--- src/hdl/bgum_pkg.sv ---
// Package for the boost group utilization margin block.
// Holds request codes, sequencer states, command/status structs and constants.
// No dependencies.
`default_nettype none

package bgum_pkg;

  // Request codes of the input word
  typedef enum logic [2:0] {
    REQ_ENQUEUE   = 3'd0,
    REQ_DEQUEUE   = 3'd1,
    REQ_MOVE      = 3'd2,
    REQ_QUERY     = 3'd3,
    REQ_SET_BOOST = 3'd4
  } req_t;

  // Configuration register indexes
  localparam int unsigned CFG_IDX_W  = 1;
  localparam int unsigned CFG_DATA_W = 32;
  localparam logic [CFG_IDX_W-1:0] CFG_HOLD_TIMEOUT = 1'd0;
  localparam logic [CFG_IDX_W-1:0] CFG_CPU_CAPACITY = 1'd1;

  localparam logic [31:0] HOLD_RESET = 32'd50000000;
  localparam logic [10:0] CAP_RESET  = 11'd1024;
  localparam logic signed [7:0] BOOST_LIMIT = 8'sd100;

  // Divide by 100: floor(x / 100) == (x * RECIP_100) >> RECIP_SHIFT for x < 2^20
  localparam logic [19:0] RECIP_100   = 20'd671089;
  localparam int unsigned RECIP_SHIFT = 26;

  typedef enum logic [2:0] {
    ST_IDLE,
    ST_EXEC,
    ST_MOVE_DST,
    ST_SCAN,
    ST_MUL,
    ST_DIV,
    ST_DONE
  } state_t;

  typedef struct packed {
    logic in_ready;
    logic sel_dst;
    logic scan;
    logic scan_end;
    logic cnt_inc;
    logic cnt_dec;
    logic stamp_rt;
    logic stamp;
    logic set_boost;
    logic mul;
    logic div;
    logic out_load;
  } cmd_t;

  typedef struct packed {
    req_t req;
    logic in_valid;
    logic grp_cnt_zero;
    logic same_grp;
    logic query_expired;
    logic scan_last;
    logic out_busy;
  } status_t;

endpackage

`default_nettype wire

--- src/hdl/bgum_if.sv ---
// Channel interfaces of the boost group utilization margin block.
// Request channel and response channel, each with valid/ready. No dependencies.
`default_nettype none

interface bgum_req_if;
  logic        valid;
  logic        ready;
  logic [2:0]  req_type;
  logic [2:0]  group;
  logic [7:0]  dst_group;
  logic        is_rt;
  logic [63:0] now;
  logic [11:0] util;
  logic signed [7:0] boost_value;

  modport source (output valid, req_type, group, dst_group, is_rt, now, util, boost_value,
                  input ready);
  modport sink   (input valid, req_type, group, dst_group, is_rt, now, util, boost_value,
                  output ready);
endinterface

interface bgum_rsp_if;
  logic        valid;
  logic        ready;
  logic [11:0] boosted_util;
  logic signed [12:0] margin;
  logic signed [7:0]  peak_boost;
  logic        any_active;

  modport source (output valid, boosted_util, margin, peak_boost, any_active, input ready);
  modport sink   (input valid, boosted_util, margin, peak_boost, any_active, output ready);
endinterface

`default_nettype wire

--- src/hdl/bgum_ctrl.sv ---
// Sequencer of the boost group utilization margin block.
// Depends on bgum_pkg for states, command and status structs.
`default_nettype none

module bgum_ctrl import bgum_pkg::*; (
  input  logic    clk,
  input  logic    rst,
  input  status_t stat,
  output cmd_t    cmd
);

  state_t state, state_next;

  always_ff @(posedge clk) begin
    if (rst) begin
      state <= ST_IDLE;
    end else begin
      state <= state_next;
    end
  end

  always_comb begin
    state_next = state;
    case (state)
      ST_IDLE: begin
        if (stat.in_valid) state_next = ST_EXEC;
      end
      ST_EXEC: begin
        case (stat.req)
          REQ_ENQUEUE: state_next = stat.grp_cnt_zero ? ST_SCAN : ST_DONE;
          REQ_MOVE:    state_next = stat.same_grp ? ST_DONE : ST_MOVE_DST;
          REQ_QUERY:   state_next = stat.query_expired ? ST_SCAN : ST_MUL;
          default:     state_next = ST_DONE;
        endcase
      end
      ST_MOVE_DST: state_next = ST_DONE;
      ST_SCAN: begin
        if (stat.scan_last) state_next = (stat.req == REQ_QUERY) ? ST_MUL : ST_DONE;
      end
      ST_MUL:  state_next = ST_DIV;
      ST_DIV:  state_next = ST_DONE;
      ST_DONE: begin
        if (!stat.out_busy) state_next = ST_IDLE;
      end
      default: state_next = ST_IDLE;
    endcase
  end

  always_comb begin
    cmd = '0;
    case (state)
      ST_IDLE: cmd.in_ready = 1'b1;
      ST_EXEC: begin
        case (stat.req)
          REQ_ENQUEUE: begin
            cmd.cnt_inc  = 1'b1;
            cmd.stamp_rt = 1'b1;
          end
          REQ_DEQUEUE:   cmd.cnt_dec = 1'b1;
          REQ_MOVE:      cmd.cnt_dec = !stat.same_grp;
          REQ_SET_BOOST: cmd.set_boost = 1'b1;
          default: ;
        endcase
      end
      ST_MOVE_DST: begin
        cmd.sel_dst = 1'b1;
        cmd.cnt_inc = 1'b1;
        cmd.stamp   = 1'b1;
      end
      ST_SCAN: begin
        cmd.scan     = 1'b1;
        cmd.scan_end = stat.scan_last;
      end
      ST_MUL:  cmd.mul = 1'b1;
      ST_DIV:  cmd.div = 1'b1;
      ST_DONE: cmd.out_load = !stat.out_busy;
      default: ;
    endcase
  end

endmodule

`default_nettype wire

--- src/hdl/bgum_dp.sv ---
// Datapath of the boost group utilization margin block: group tables,
// rescan accumulator, margin arithmetic, config and output registers.
// Depends on bgum_pkg and the bgum_req_if / bgum_rsp_if interfaces.
`default_nettype none

module bgum_dp import bgum_pkg::*; #(
  parameter int NUM_GROUPS = 8
) (
  input  logic                  clk,
  input  logic                  rst,
  bgum_req_if.sink              req,
  bgum_rsp_if.source            rsp,
  input  logic                  cfg_we,
  input  logic [CFG_IDX_W-1:0]  cfg_index,
  input  logic [CFG_DATA_W-1:0] cfg_data,
  input  cmd_t                  cmd,
  output status_t               stat
);

  localparam int GW = (NUM_GROUPS > 1) ? $clog2(NUM_GROUPS) : 1;
  localparam logic [GW-1:0] LAST_GRP = GW'(NUM_GROUPS - 1);

  // Captured word
  req_t              req_q;
  logic [GW-1:0]     grp_q, dst_q;
  logic              is_rt_q;
  logic [63:0]       now_q;
  logic [11:0]       util_q;
  logic signed [7:0] bv_q;

  logic [31:0] hold_timeout;
  logic [10:0] cpu_capacity;

  logic [15:0]       cnt  [NUM_GROUPS];
  logic [63:0]       hold [NUM_GROUPS];
  logic signed [7:0] boost[NUM_GROUPS];

  logic signed [7:0] max_boost;
  logic              max_valid;
  logic [63:0]       max_time;

  logic [GW-1:0]     scan_idx;
  logic              found;
  logic signed [7:0] best;
  logic [63:0]       best_ts;

  logic [18:0] prod;
  logic        neg, has_margin;
  logic [11:0] quot;

  logic              out_valid;
  logic [11:0]       out_util;
  logic signed [12:0] out_margin;
  logic signed [7:0] out_boost;
  logic              out_active;

  logic              accept;
  logic [GW-1:0]     grp_c, dst_c, addr;
  logic [15:0]       rd_cnt;
  logic [63:0]       rd_hold;
  logic signed [7:0] rd_boost;
  logic [63:0]       elapsed;
  logic              active, take, found_n;
  logic signed [7:0] best_n, bv_sat;
  logic [63:0]       ts_n;
  logic [11:0]       mag;
  logic [6:0]        abs_boost;
  logic [38:0]       prod_k;
  logic signed [12:0] margin_v;
  logic signed [13:0] sum_v;
  logic [11:0]       sat_v;

  assign accept = req.valid && req.ready;
  // Hold off words while in reset
  assign req.ready = cmd.in_ready && !rst;

  assign grp_c = ({5'd0, req.group} >= 8'(NUM_GROUPS)) ? LAST_GRP : GW'(req.group);
  assign dst_c = (req.dst_group >= 8'(NUM_GROUPS)) ? LAST_GRP : GW'(req.dst_group);

  // One table address per cycle
  assign addr     = cmd.scan ? scan_idx : (cmd.sel_dst ? dst_q : grp_q);
  assign rd_cnt   = cnt[addr];
  assign rd_hold  = hold[addr];
  assign rd_boost = boost[addr];

  assign elapsed = now_q - rd_hold;
  assign active  = (rd_cnt != 16'd0) || !(elapsed > {32'd0, hold_timeout});
  assign take    = active && (!found || (rd_boost >= best));
  assign found_n = found || active;
  assign best_n  = take ? rd_boost : best;
  assign ts_n    = take ? rd_hold : best_ts;

  assign bv_sat = (bv_q > BOOST_LIMIT) ? BOOST_LIMIT :
                  (bv_q < -BOOST_LIMIT) ? -BOOST_LIMIT : bv_q;

  assign mag       = (max_boost > 8'sd0) ? ({1'b0, cpu_capacity} - util_q) : util_q;
  assign abs_boost = (max_boost < 8'sd0) ? 7'(-max_boost) : 7'(max_boost);
  assign prod_k    = 39'(prod) * 39'(RECIP_100);

  assign margin_v = !has_margin ? 13'sd0 :
                    neg ? -$signed({1'b0, quot}) : $signed({1'b0, quot});
  assign sum_v    = $signed({2'b00, util_q}) + {margin_v[12], margin_v};
  assign sat_v    = (sum_v < 14'sd0) ? 12'd0 :
                    (sum_v > 14'sd4095) ? 12'd4095 : sum_v[11:0];

  always_comb begin
    stat.req           = req_q;
    stat.in_valid      = req.valid;
    stat.grp_cnt_zero  = (rd_cnt == 16'd0);
    stat.same_grp      = (grp_q == dst_q);
    stat.query_expired = (now_q - max_time) > {32'd0, hold_timeout};
    stat.scan_last     = (scan_idx == LAST_GRP);
    stat.out_busy      = out_valid && !rsp.ready;
  end

  // Control and table state
  always_ff @(posedge clk) begin
    if (rst) begin
      hold_timeout <= HOLD_RESET;
      cpu_capacity <= CAP_RESET;
      for (int g = 0; g < NUM_GROUPS; g++) begin
        cnt[g]   <= '0;
        hold[g]  <= '0;
        boost[g] <= '0;
      end
      max_boost <= '0;
      max_valid <= 1'b0;
      max_time  <= '0;
      scan_idx  <= '0;
      found     <= 1'b0;
      out_valid <= 1'b0;
    end else begin
      if (cfg_we) begin
        case (cfg_index)
          CFG_HOLD_TIMEOUT: hold_timeout <= cfg_data;
          CFG_CPU_CAPACITY: cpu_capacity <= cfg_data[10:0];
          default: ;
        endcase
      end
      if (accept) begin
        scan_idx <= '0;
        found    <= 1'b0;
      end
      if (cmd.cnt_inc && (rd_cnt != 16'hFFFF)) cnt[addr] <= rd_cnt + 16'd1;
      if (cmd.cnt_dec && (rd_cnt != 16'd0))    cnt[addr] <= rd_cnt - 16'd1;
      if ((cmd.stamp_rt && is_rt_q) || cmd.stamp) hold[addr] <= now_q;
      // Move pushes the remembered stamp back so the next query rescans
      if (cmd.stamp) max_time <= now_q - {32'd0, hold_timeout};
      if (cmd.set_boost) boost[addr] <= bv_sat;
      if (cmd.scan) begin
        found    <= found_n;
        scan_idx <= scan_idx + GW'(1);
      end
      if (cmd.scan_end) begin
        max_valid <= found_n;
        max_boost <= found_n ? best_n : 8'sd0;
        if (found_n) max_time <= ts_n;
      end
      if (cmd.out_load) begin
        out_valid <= 1'b1;
      end else if (rsp.ready) begin
        out_valid <= 1'b0;
      end
    end
  end

  // Payload registers
  always_ff @(posedge clk) begin
    if (accept) begin
      req_q   <= req_t'(req.req_type);
      grp_q   <= grp_c;
      dst_q   <= dst_c;
      is_rt_q <= req.is_rt;
      now_q   <= req.now;
      util_q  <= req.util;
      bv_q    <= req.boost_value;
    end
    if (cmd.scan) begin
      best    <= best_n;
      best_ts <= ts_n;
    end
    if (cmd.mul) begin
      prod       <= 19'(mag) * 19'(abs_boost);
      neg        <= (max_boost < 8'sd0);
      has_margin <= max_valid && (max_boost != 8'sd0) && (util_q <= {1'b0, cpu_capacity});
    end
    if (cmd.div) quot <= prod_k[RECIP_SHIFT +: 12];
    if (cmd.out_load) begin
      out_util   <= (req_q == REQ_QUERY) ? sat_v : 12'd0;
      out_margin <= (req_q == REQ_QUERY) ? margin_v : 13'sd0;
      out_boost  <= max_valid ? max_boost : 8'sd0;
      out_active <= max_valid;
    end
  end

  assign rsp.valid        = out_valid;
  assign rsp.boosted_util = out_util;
  assign rsp.margin       = out_margin;
  assign rsp.peak_boost   = out_boost;
  assign rsp.any_active   = out_active;

endmodule

`default_nettype wire

--- src/hdl/boost_group_util_margin_unit.sv ---
// Top level of the boost group utilization margin block.
// Joins the bgum_ctrl sequencer and the bgum_dp datapath; uses bgum_pkg and bgum_if.
`default_nettype none

// Boost group utilization margin for one CPU. Each request word (enqueue,
// dequeue, move, query, set boost) yields exactly one response word. Words are
// handled one at a time: the request side is ready only while the sequencer is
// idle. A move of a task to a different group adds a step for the destination
// group. An enqueue that makes a group's count one, and a query whose
// remembered hold has expired, run a rescan that visits one group per cycle
// through a single table read port. Every query then multiplies boost times
// headroom and divides by 100 with a reciprocal multiply. A finished response
// sits in an output register, so the next word is accepted while it waits; a
// later response holds in the sequencer until that register drains.
// Configuration writes go through cfg_we/cfg_index/cfg_data: index 0 is the
// hold timeout in ns, index 1 the CPU capacity (11 bits). Write them only
// while no word is in flight.
module boost_group_util_margin_unit import bgum_pkg::*; #(
  parameter int NUM_GROUPS = 8
) (
  input  logic                  clk,
  input  logic                  rst,
  bgum_req_if.sink              req,
  bgum_rsp_if.source            rsp,
  input  logic                  cfg_we,
  input  logic [CFG_IDX_W-1:0]  cfg_index,
  input  logic [CFG_DATA_W-1:0] cfg_data
);

  cmd_t    cmd;
  status_t stat;

  // Sequencer: decode the captured word and step through update, rescan, math
  bgum_ctrl u_ctrl (
    .clk  (clk),
    .rst  (rst),
    .stat (stat),
    .cmd  (cmd)
  );

  // Datapath: group tables, rescan accumulator, margin arithmetic, output word
  bgum_dp #(
    .NUM_GROUPS (NUM_GROUPS)
  ) u_dp (
    .clk       (clk),
    .rst       (rst),
    .req       (req),
    .rsp       (rsp),
    .cfg_we    (cfg_we),
    .cfg_index (cfg_index),
    .cfg_data  (cfg_data),
    .cmd       (cmd),
    .stat      (stat)
  );

  // Never overwrite a response word that has not been taken
  a_no_overwrite: assert property (@(posedge clk) disable iff (rst)
    cmd.out_load |-> !stat.out_busy)
    else $error("response word loaded while output register busy");

  // A count is either raised or dropped in a cycle, never both
  a_cnt_exclusive: assert property (@(posedge clk) disable iff (rst)
    !(cmd.cnt_inc && cmd.cnt_dec))
    else $error("count increment and decrement in the same cycle");

  // Drop ready right after accepting a word: one word in work at a time
  a_one_in_flight: assert property (@(posedge clk) disable iff (rst)
    (req.valid && req.ready) |=> !req.ready)
    else $error("request accepted while a word is in work");

endmodule

`default_nettype wire
--- src/flat_wrapper.sv ---
// flat-port wrapper written by rule: the top's interface ports become plain ports
module boost_group_util_margin_unit_flat import bgum_pkg::*;
#(
  parameter int NUM_GROUPS = 8
)
  (clk, rst, cfg_we, cfg_index, cfg_data, req_valid, req_req_type, req_group, req_dst_group, req_is_rt, req_now, req_util, req_boost_value, req_ready, rsp_valid, rsp_boosted_util, rsp_margin, rsp_peak_boost, rsp_any_active, rsp_ready);
  bgum_req_if req_i ();
  bgum_rsp_if rsp_i ();
  input  logic clk;
  input  logic rst;
  input  logic cfg_we;
  input  logic [CFG_IDX_W-1:0] cfg_index;
  input  logic [CFG_DATA_W-1:0] cfg_data;
  input wire logic [$bits(req_i.valid)-1:0] req_valid;
  input wire logic [$bits(req_i.req_type)-1:0] req_req_type;
  input wire logic [$bits(req_i.group)-1:0] req_group;
  input wire logic [$bits(req_i.dst_group)-1:0] req_dst_group;
  input wire logic [$bits(req_i.is_rt)-1:0] req_is_rt;
  input wire logic [$bits(req_i.now)-1:0] req_now;
  input wire logic [$bits(req_i.util)-1:0] req_util;
  input wire logic [$bits(req_i.boost_value)-1:0] req_boost_value;
  output wire logic [$bits(req_i.ready)-1:0] req_ready;
  output wire logic [$bits(rsp_i.valid)-1:0] rsp_valid;
  output wire logic [$bits(rsp_i.boosted_util)-1:0] rsp_boosted_util;
  output wire logic [$bits(rsp_i.margin)-1:0] rsp_margin;
  output wire logic [$bits(rsp_i.peak_boost)-1:0] rsp_peak_boost;
  output wire logic [$bits(rsp_i.any_active)-1:0] rsp_any_active;
  input wire logic [$bits(rsp_i.ready)-1:0] rsp_ready;
  assign req_i.valid = req_valid;
  assign req_i.req_type = req_req_type;
  assign req_i.group = req_group;
  assign req_i.dst_group = req_dst_group;
  assign req_i.is_rt = req_is_rt;
  assign req_i.now = req_now;
  assign req_i.util = req_util;
  assign req_i.boost_value = req_boost_value;
  assign req_ready = req_i.ready;
  assign rsp_valid = rsp_i.valid;
  assign rsp_boosted_util = rsp_i.boosted_util;
  assign rsp_margin = rsp_i.margin;
  assign rsp_peak_boost = rsp_i.peak_boost;
  assign rsp_any_active = rsp_i.any_active;
  assign rsp_i.ready = rsp_ready;
  boost_group_util_margin_unit #(.NUM_GROUPS(NUM_GROUPS)) u_core (.clk(clk), .rst(rst), .req(req_i), .rsp(rsp_i), .cfg_we(cfg_we), .cfg_index(cfg_index), .cfg_data(cfg_data));
endmodule
--- config.mk ---
export PLATFORM = sky130hd
export DESIGN_NAME = boost_group_util_margin_unit_flat
export DESIGN_NICKNAME = d
export VERILOG_FILES = /design/src/hdl/bgum_pkg.sv /design/src/hdl/bgum_if.sv /design/src/hdl/bgum_ctrl.sv /design/src/hdl/bgum_dp.sv /design/src/hdl/boost_group_util_margin_unit.sv /design/src/flat_wrapper.sv
export SDC_FILE = /design/constraint.sdc
export NUM_CORES = 2
export LEC_CHECK = 0
export ABC_AREA = 1
export BUFFER_PORTS_ARGS = -buffer_cell sky130_fd_sc_hd__clkbuf_2
export CAP_MARGIN = 0
export CORE_UTILIZATION = 55
export CTS_CLUSTER_SIZE = 24
export DETAILED_ROUTE_END_ITERATION = 16
export PLACE_DENSITY_LB_ADDON = 0.25
export SLEW_MARGIN = 20
export SYNTH_ARGS = -nofsm -noshare
export SYNTH_HDL_FRONTEND = slang
export SYNTH_SLANG_ARGS = --single-unit
--- constraint.sdc ---
create_clock -name clk -period 17.46 [get_ports clk]
set_input_delay 3.492 -clock clk [delete_from_list [all_inputs] [get_ports clk]]
set_output_delay 3.492 -clock clk [all_outputs]
set_load 0.02 [all_outputs]
-- Yosys cells after proc, flatten, opt, wreduce, memory -nomap -nowiden
Memories as Yosys holds them, arrays and structs flattened.
Index checks and enable logic that the tools add are counted.
- memory bits (read-only): 0
- input bits: 137
- logic and storage cells: 171
- bits in latches: 0
- memories kept: 3
- bits in writable memories: 704
- register bits after elaboration: 357
- memories (memory ; words ; width ; read ports ; clocked after Yosys merged registers in ; write ports ; RTL line ; RTL):
    u_core.u_dp.hold ; 8 ; 64 ; 1 ; 0 ; 8 ; bgum_dp.sv:35 ; logic [63:0] hold [NUM_GROUPS];
    u_core.u_dp.cnt ; 8 ; 16 ; 1 ; 0 ; 8 ; bgum_dp.sv:34 ; logic [15:0] cnt [NUM_GROUPS];
    u_core.u_dp.boost ; 8 ; 8 ; 1 ; 0 ; 8 ; bgum_dp.sv:36 ; logic signed [7:0] boost[NUM_GROUPS];
- reduce and logical (&&, ||, !) cells: 34
- $lt $le $gt $ge: 11
- multiply operators: 2
- div/mod/pow operators: 0
- shift-type cells: 0
- add/subtract/negate cells: 10
- bitwise operators: 3
- muxes and demuxes: 66
- equality and inequality tests: 16
- operators with widths (operator ; number):
    two-way mux 64 bit ; 5
    > comparator 64 x 32 -> 1 bit ; 2
    subtractor 64 bit ; 2
    OR reduction 64 bit ; 1
    subtractor 64 x 32 -> 64 bit ; 1
    two-way mux 8 bit ; 5
    two-way mux 3 bit ; 13
    multiplier 19 x 20 -> 38 bit, second input constant ; 1
    two-way mux 16 bit ; 2
    two-way mux 1 bit ; 29
    two-way mux 13 bit ; 2
    two-way mux 12 bit ; 2
    multiplier 12 x 7 -> 19 bit ; 1
    one-hot mux 3 bit (6 select lines) ; 1
    adder 16 x 1 -> 16 bit, second input constant ; 1
    zero test 16 bit ; 1
    inequality test 16 bit, second input constant ; 1
    nonzero test 16 bit ; 1
    OR reduction 16 bit ; 1
    subtractor 16 x 1 -> 16 bit, second input constant ; 1
    equality test 3 bit, second input constant ; 5
    adder 13 x 13 -> 14 bit ; 1
    > comparator 14 x 13 -> 1 bit, second input constant ; 1
    less-than comparator 14 x 1 -> 1 bit, second input constant ; 1
    other kinds (31) ; 61

-- Depth between registers and ports, before layout
An unclocked memory read counts as a cell.
- depth after elaboration: 13
- gate-level depth with buffers: 51
- gate-level depth less buffers: 46

-- Modules after synthesis
From an unflattened synthesis, not the netlist that was laid out.
- cells, all modules: 7305
- area, all modules: 66065.9 µm²
- modules (own cells, without submodules) (module ; sequential area each (µm²) ; area an instance (µm²) ; cells an instance ; times used):
    bgum_dp ; 30559.3 ; 65714.3 ; 7239 ; 1
    bgum_ctrl ; 60.1 ; 351.6 ; 66 ; 1

-- Least setup slack after synthesis
Ideal clock, no wire load.
- path type: input-to-output
- start: input port rst
- end: output port req_ready
- data arrival time: 4.007 ns
- slack: 9.961 ns
- required time: 13.968 ns
- buffers on the path: 1
- stages on the path: 2
- cells stage by stage: clkbuf_1 > nor2_1
- longest elaborated chain between the ends: 2
- RTL lines (element ; RTL line ; RTL):
    start: declaration ; flat_wrapper.sv:10 ; input logic rst;
    zero test 1 bit ; bgum_dp.sv:75 ; assign req.ready = cmd.in_ready && !rst;
    logical AND 1 bit ; bgum_dp.sv:75 ;
    end: declaration ; flat_wrapper.sv:22 ; output wire logic [$bits(req_i.ready)-1:0] req_ready;
Every way passes these cells.

-- Worst setup path after layout
- start: register u_core.u_ctrl.state[0]
- end: register u_core.u_dp.best[0], data pin
- longest elaborated chain between the ends: 11
- elaborated cells on any way between the ends: 18
- classes of those cells: add/sub (1); order compare (2); eq/ne (2); mux (5); reduce/logical (5); memory (3)
- RTL lines (element ; RTL line ; RTL):
    start: declaration ; bgum_ctrl.sv:12 ; state_t state, state_next;
    start signal: assignment ; bgum_ctrl.sv:18 ; state <= state_next;
    equality test 3 x 2 -> 1 bit ; bgum_ctrl.sv:51 ; case (state)
    two-way mux 1 bit ; bgum_ctrl.sv:51 ;
    two-way mux 3 bit ; bgum_dp.sv:81 ; assign addr = cmd.scan ? scan_idx : (cmd.sel_dst ? dst_q : grp_q);
    two-way mux 3 bit (*) ; bgum_dp.sv:81 ;
    memory read (8 x 64 bit) ; n/a ;
    subtractor 64 bit ; bgum_dp.sv:86 ; assign elapsed = now_q - rd_hold;
    > comparator 64 x 32 -> 1 bit ; bgum_dp.sv:87 ; assign active = (rd_cnt != 16'd0) || !(elapsed > {32'd0, hold_timeout});
    zero test 1 bit ; bgum_dp.sv:87 ;
    logical OR 1 bit ; bgum_dp.sv:87 ;
    logical AND 1 bit ; bgum_dp.sv:88 ; assign take = active && (!found || (rd_boost >= best));
    two-way mux 8 bit (*) ; bgum_dp.sv:90 ; assign best_n = take ? rd_boost : best;
    named net u_core.u_dp.best_n[0] ; bgum_dp.sv:64 ; logic signed [7:0] best_n, bv_sat;
    end signal: assignment ; bgum_dp.sv:179 ; best <= best_n;
    end: declaration ; bgum_dp.sv:44 ; logic signed [7:0] best;
Mark *: on every way through the listed nets, which the timed path passes. The rest lies on a longest branch.
A chain may end at the register's enable or synchronous reset.

==> metrics.yaml <==
run_status: "completed"
r2r_slack_ns: 7.45
n_antenna_cell: 0
max_freq_mhz: 99.9
critPathKind: "reg -> reg"
post_drt_wl_per_cell_um: 23.6
internal-power_mw: 7.78
setup-tns-final_ns: 0
placementRows: 126
route.detailed.drc: 0
ant_nets: 0
io-pin-count: 173
io_buffers: 172
syn_area_um2: 65900
dp_hpwl_um: 154000
setup_violations: 0
cp_common_cell: "nand2_1"
numCtsBuffers: 110
grt_pass1_wl_um: 316000
start_util_pct: 55.6
area_growth_pct: 9.22
post-route-min-period_ns: 10.01
crit_path_end: "u_core.u_dp.best[0]"
grt_pass1_vias: 51500
drive_gt1_share_pct: 6.56
avgSynthCellArea_um2: 9.10
post-route-period-util_pct: 57.3
cts-hold-fix-buffers: 0
cts_sinks: 1061
synthCells: 7242
worstMarginPinSlew_ns: 1.10
synth_cell_types: 62
rsz0062_at_grt: "no"
cts-root-buf: "clkbuf_16"
finalMaxSlewViolations: 0
ys_ff_latch: 1061
async_flop_share_pct: 0
cpPeakStageDelay_ns: 0.78
p_sw_mw: 7.52
viasPerCell: 5.99
cp_max_fo: 71
max-cap-violations: 0
syn_nets: 8025
synth-edff-count: 937
die_area_um2: 121000
power_frac_seq_pct: 21.9
end_kind: "register"
clockBufferDepth: 3
cts.clk_slew.worst_paths_ns: 0.06
overflow: 0
clk_latency_ns: 0.76
ys_seq_area_share_pct: 46.5
final_util_pct: 60.8
hold_viol: 0
cts_tree: "yes"
pre_cts_slack_ns: 7.74
core_um2: 118000
synth_warnings: 0
combinationalPowerShare_pct: 62.7
drtIter0Drc: 6625
die_w_um: 348
critPathLaunchType: "register"
drt_pass1_iterations: 6
antenna_found_initial: 3
die_h_um: 348
wirelength_um: 214000
grt_max_degree: 78
p_clk_share_pct: 15.4
required_ns: 17.95
ir_drop_mv: 0.581
hold_path.class: "reg -> reg"
synthFlopType: "edfxtp_1"
switching_share_pct: 49.1
grtUsageTotal_pct: 34.8
gp_congestion: 1.02
cp-startpoint: "u_core.u_ctrl.state[0]"
power.leakage_nw: 30.8
crit_arrival_ns: 10.50
slowest_stage: "buf_4"
slew_headroom_pct: 25.8
r2r_cells: 42
power_mw: 15.3
setup_ws_ns: 7.45
clock_skew_ns: 0.0531
fin_nets: 8139
via_count: 54200
powerDensity_nw_per_um2: 213
post_cts_buffers: 0
cts_resized: 0
htree_levels: 3
r2r-end: "u_core.u_dp.best[0]"
r2r_start: "u_core.u_ctrl.state[0]"
-- power by group through the flow --
stage          logic, mW  clock network (mW)  registers (mW)
2_1_floorplan       6.68                   0            3.30
3_3_place_gp        9.14                   0            3.38
3_5_place_dp        9.34                   0            3.39
4_1_cts             9.39                2.38            3.34
5_1_grt             10.6                2.46            3.36
6_report            9.59                2.36            3.35
-- how the worst min path moves through the flow --
stage / from / end / cells after the start / slack [ns]
floorplan: u_core.u_dp.max_valid / u_core.u_dp.rsp.any_active / 0 / 0.41
global placement: u_core.u_dp.scan_idx[2] / u_core.u_dp.scan_idx[2] / 2 / 0.47
finish: u_core.u_dp.scan_idx[0] / u_core.u_dp.scan_idx[0] / 2 / 0.50
global route: u_core.u_dp.scan_idx[2] / u_core.u_dp.scan_idx[2] / 2 / 0.52
CTS: u_core.u_dp.scan_idx[0] / u_core.u_dp.scan_idx[0] / 2 / 0.49
detailed placement: u_core.u_dp.scan_idx[2] / u_core.u_dp.scan_idx[2] / 2 / 0.48
-- registers in the layout, indices dropped and copies added, names as in the netlist, 11 cells and up --
signal,cells
u_core.u_dp.rsp.margin,13
u_core.u_dp.cpu_capacity,11
u_core.u_dp.util_q,12
u_core.u_dp.quot,12
u_core.u_dp.cnt,128
u_core.u_dp.boost,64
u_core.u_dp.prod,19
u_core.u_dp.hold_timeout,32
u_core.u_dp.now_q,64
u_core.u_dp.hold,512
u_core.u_dp.rsp.boosted_util,12
u_core.u_dp.max_time,64
u_core.u_dp.best_ts,64
-- kinds of logic after synthesis --
group	after synthesis	synth area share, %
compound gates	1314	11.9
xor+xnor	194	2.58
fa+ha+maj	646	14.3
buf+inv	1239	7.27
flops	1061	46.5
simple gates	2788	17.4
-- per-stage QoR --
stage | area, µm² | hold slack, ns | instances
5_1_grt | 71900 | 0.519 | 9052
4_1_cts | 71900 | 0.491 | 9052
6_report | 71900 | 0.496 | 9052
2_1_floorplan | 65900 | 0.406 | 7242
3_3_place_gp | 68300 | 0.470 | 8844
3_5_place_dp | 68300 | 0.481 | 8844
-- cell usage after synthesis, types with 7 or more instances --
library cell     n  area share, %
a211oi_1        12           0.14
a21boi_0        16           0.18
a21o_1          16           0.18
a21oi_1        423            3.2
a221oi_1        47           0.62
a22o_1          53           0.70
a22oi_1         20           0.23
a31oi_1         70           0.66
and2_1          10          0.095
and3_1           7          0.066
buf_1           13          0.074
buf_2           31           0.24
buf_6           12           0.21
clkbuf_1       167           0.95
clkinv_1        28           0.16
dfxtp_1        124            3.8
edfxtp_1       937             43
fa_1           180            5.5
ha_1           466            8.9
inv_1          978            5.6
inv_2            8          0.046
nand2_1        987            5.6
nand2_2         10          0.095
nand3_1        178            1.4
nand3b_1        25           0.28
nand4_1         65           0.62
nor2_1        1322            7.5
nor3_1          78           0.59
nor4_1          29           0.28
o211ai_1        23           0.26
o21a_1          26           0.30
o21ai_0        303            2.3
o21ai_1         32           0.24
o21ai_2         30           0.40
o21bai_1        17           0.19
o221ai_1         7          0.093
o22ai_1        196            1.9
o31ai_1          7          0.080
or2_2           13           0.12
or4_1           47           0.54
xnor2_1         57           0.76
xor2_1         137            1.8
-- worst max-delay path: cells and delay by family (launching register included) --
| kind | cells | cell delay, ns |
|---|---|---|
| flip-flops | 1 | 0.44 |
| AO/OA/AOI/OAI | 6 | 1.33 |
| buffers and inverters | 7 | 2.28 |
| AND/OR/NAND/NOR | 26 | 4.68 |
| adder cells (fa/ha/maj) | 2 | 0.71 |
| XOR/XNOR | 1 | 0.15 |
-- cell type report --
cell class	count	area (µm²)
fillers	10200	46500
multi-input cells	4942	30600
flip-flops and latches	1061	30600
inverters	1014	3810
clock buffers	151	2930
well taps	1600	2000
repair buffers	227	1270
clock inverters	57	657
-- layout by cell type (no fill, tap or decap), types with 178 or more instances in the layout --
cell	Yosys	final
nand2_1	987	964
edfxtp_1	937	937
nor2_1	1322	1318
o22ai_1	196	196
ha_1	466	466
inv_1	978	975
o21ai_0	303	303
a21oi_1	423	423
fa_1	180	180
nand3_1	178	178
-- metal layers --
metal / global-route usage, % / vias up / wire length [µm]
li1: - / 24800 / -
met1: 48.2 / 26000 / 86700
met2: 53.7 / 2987 / 94500
met3: 8.29 / 402 / 25200
met4: 11.8 / 4 / 7480
met5: 0 / - / 26
(Power assumes the default switching activity.)
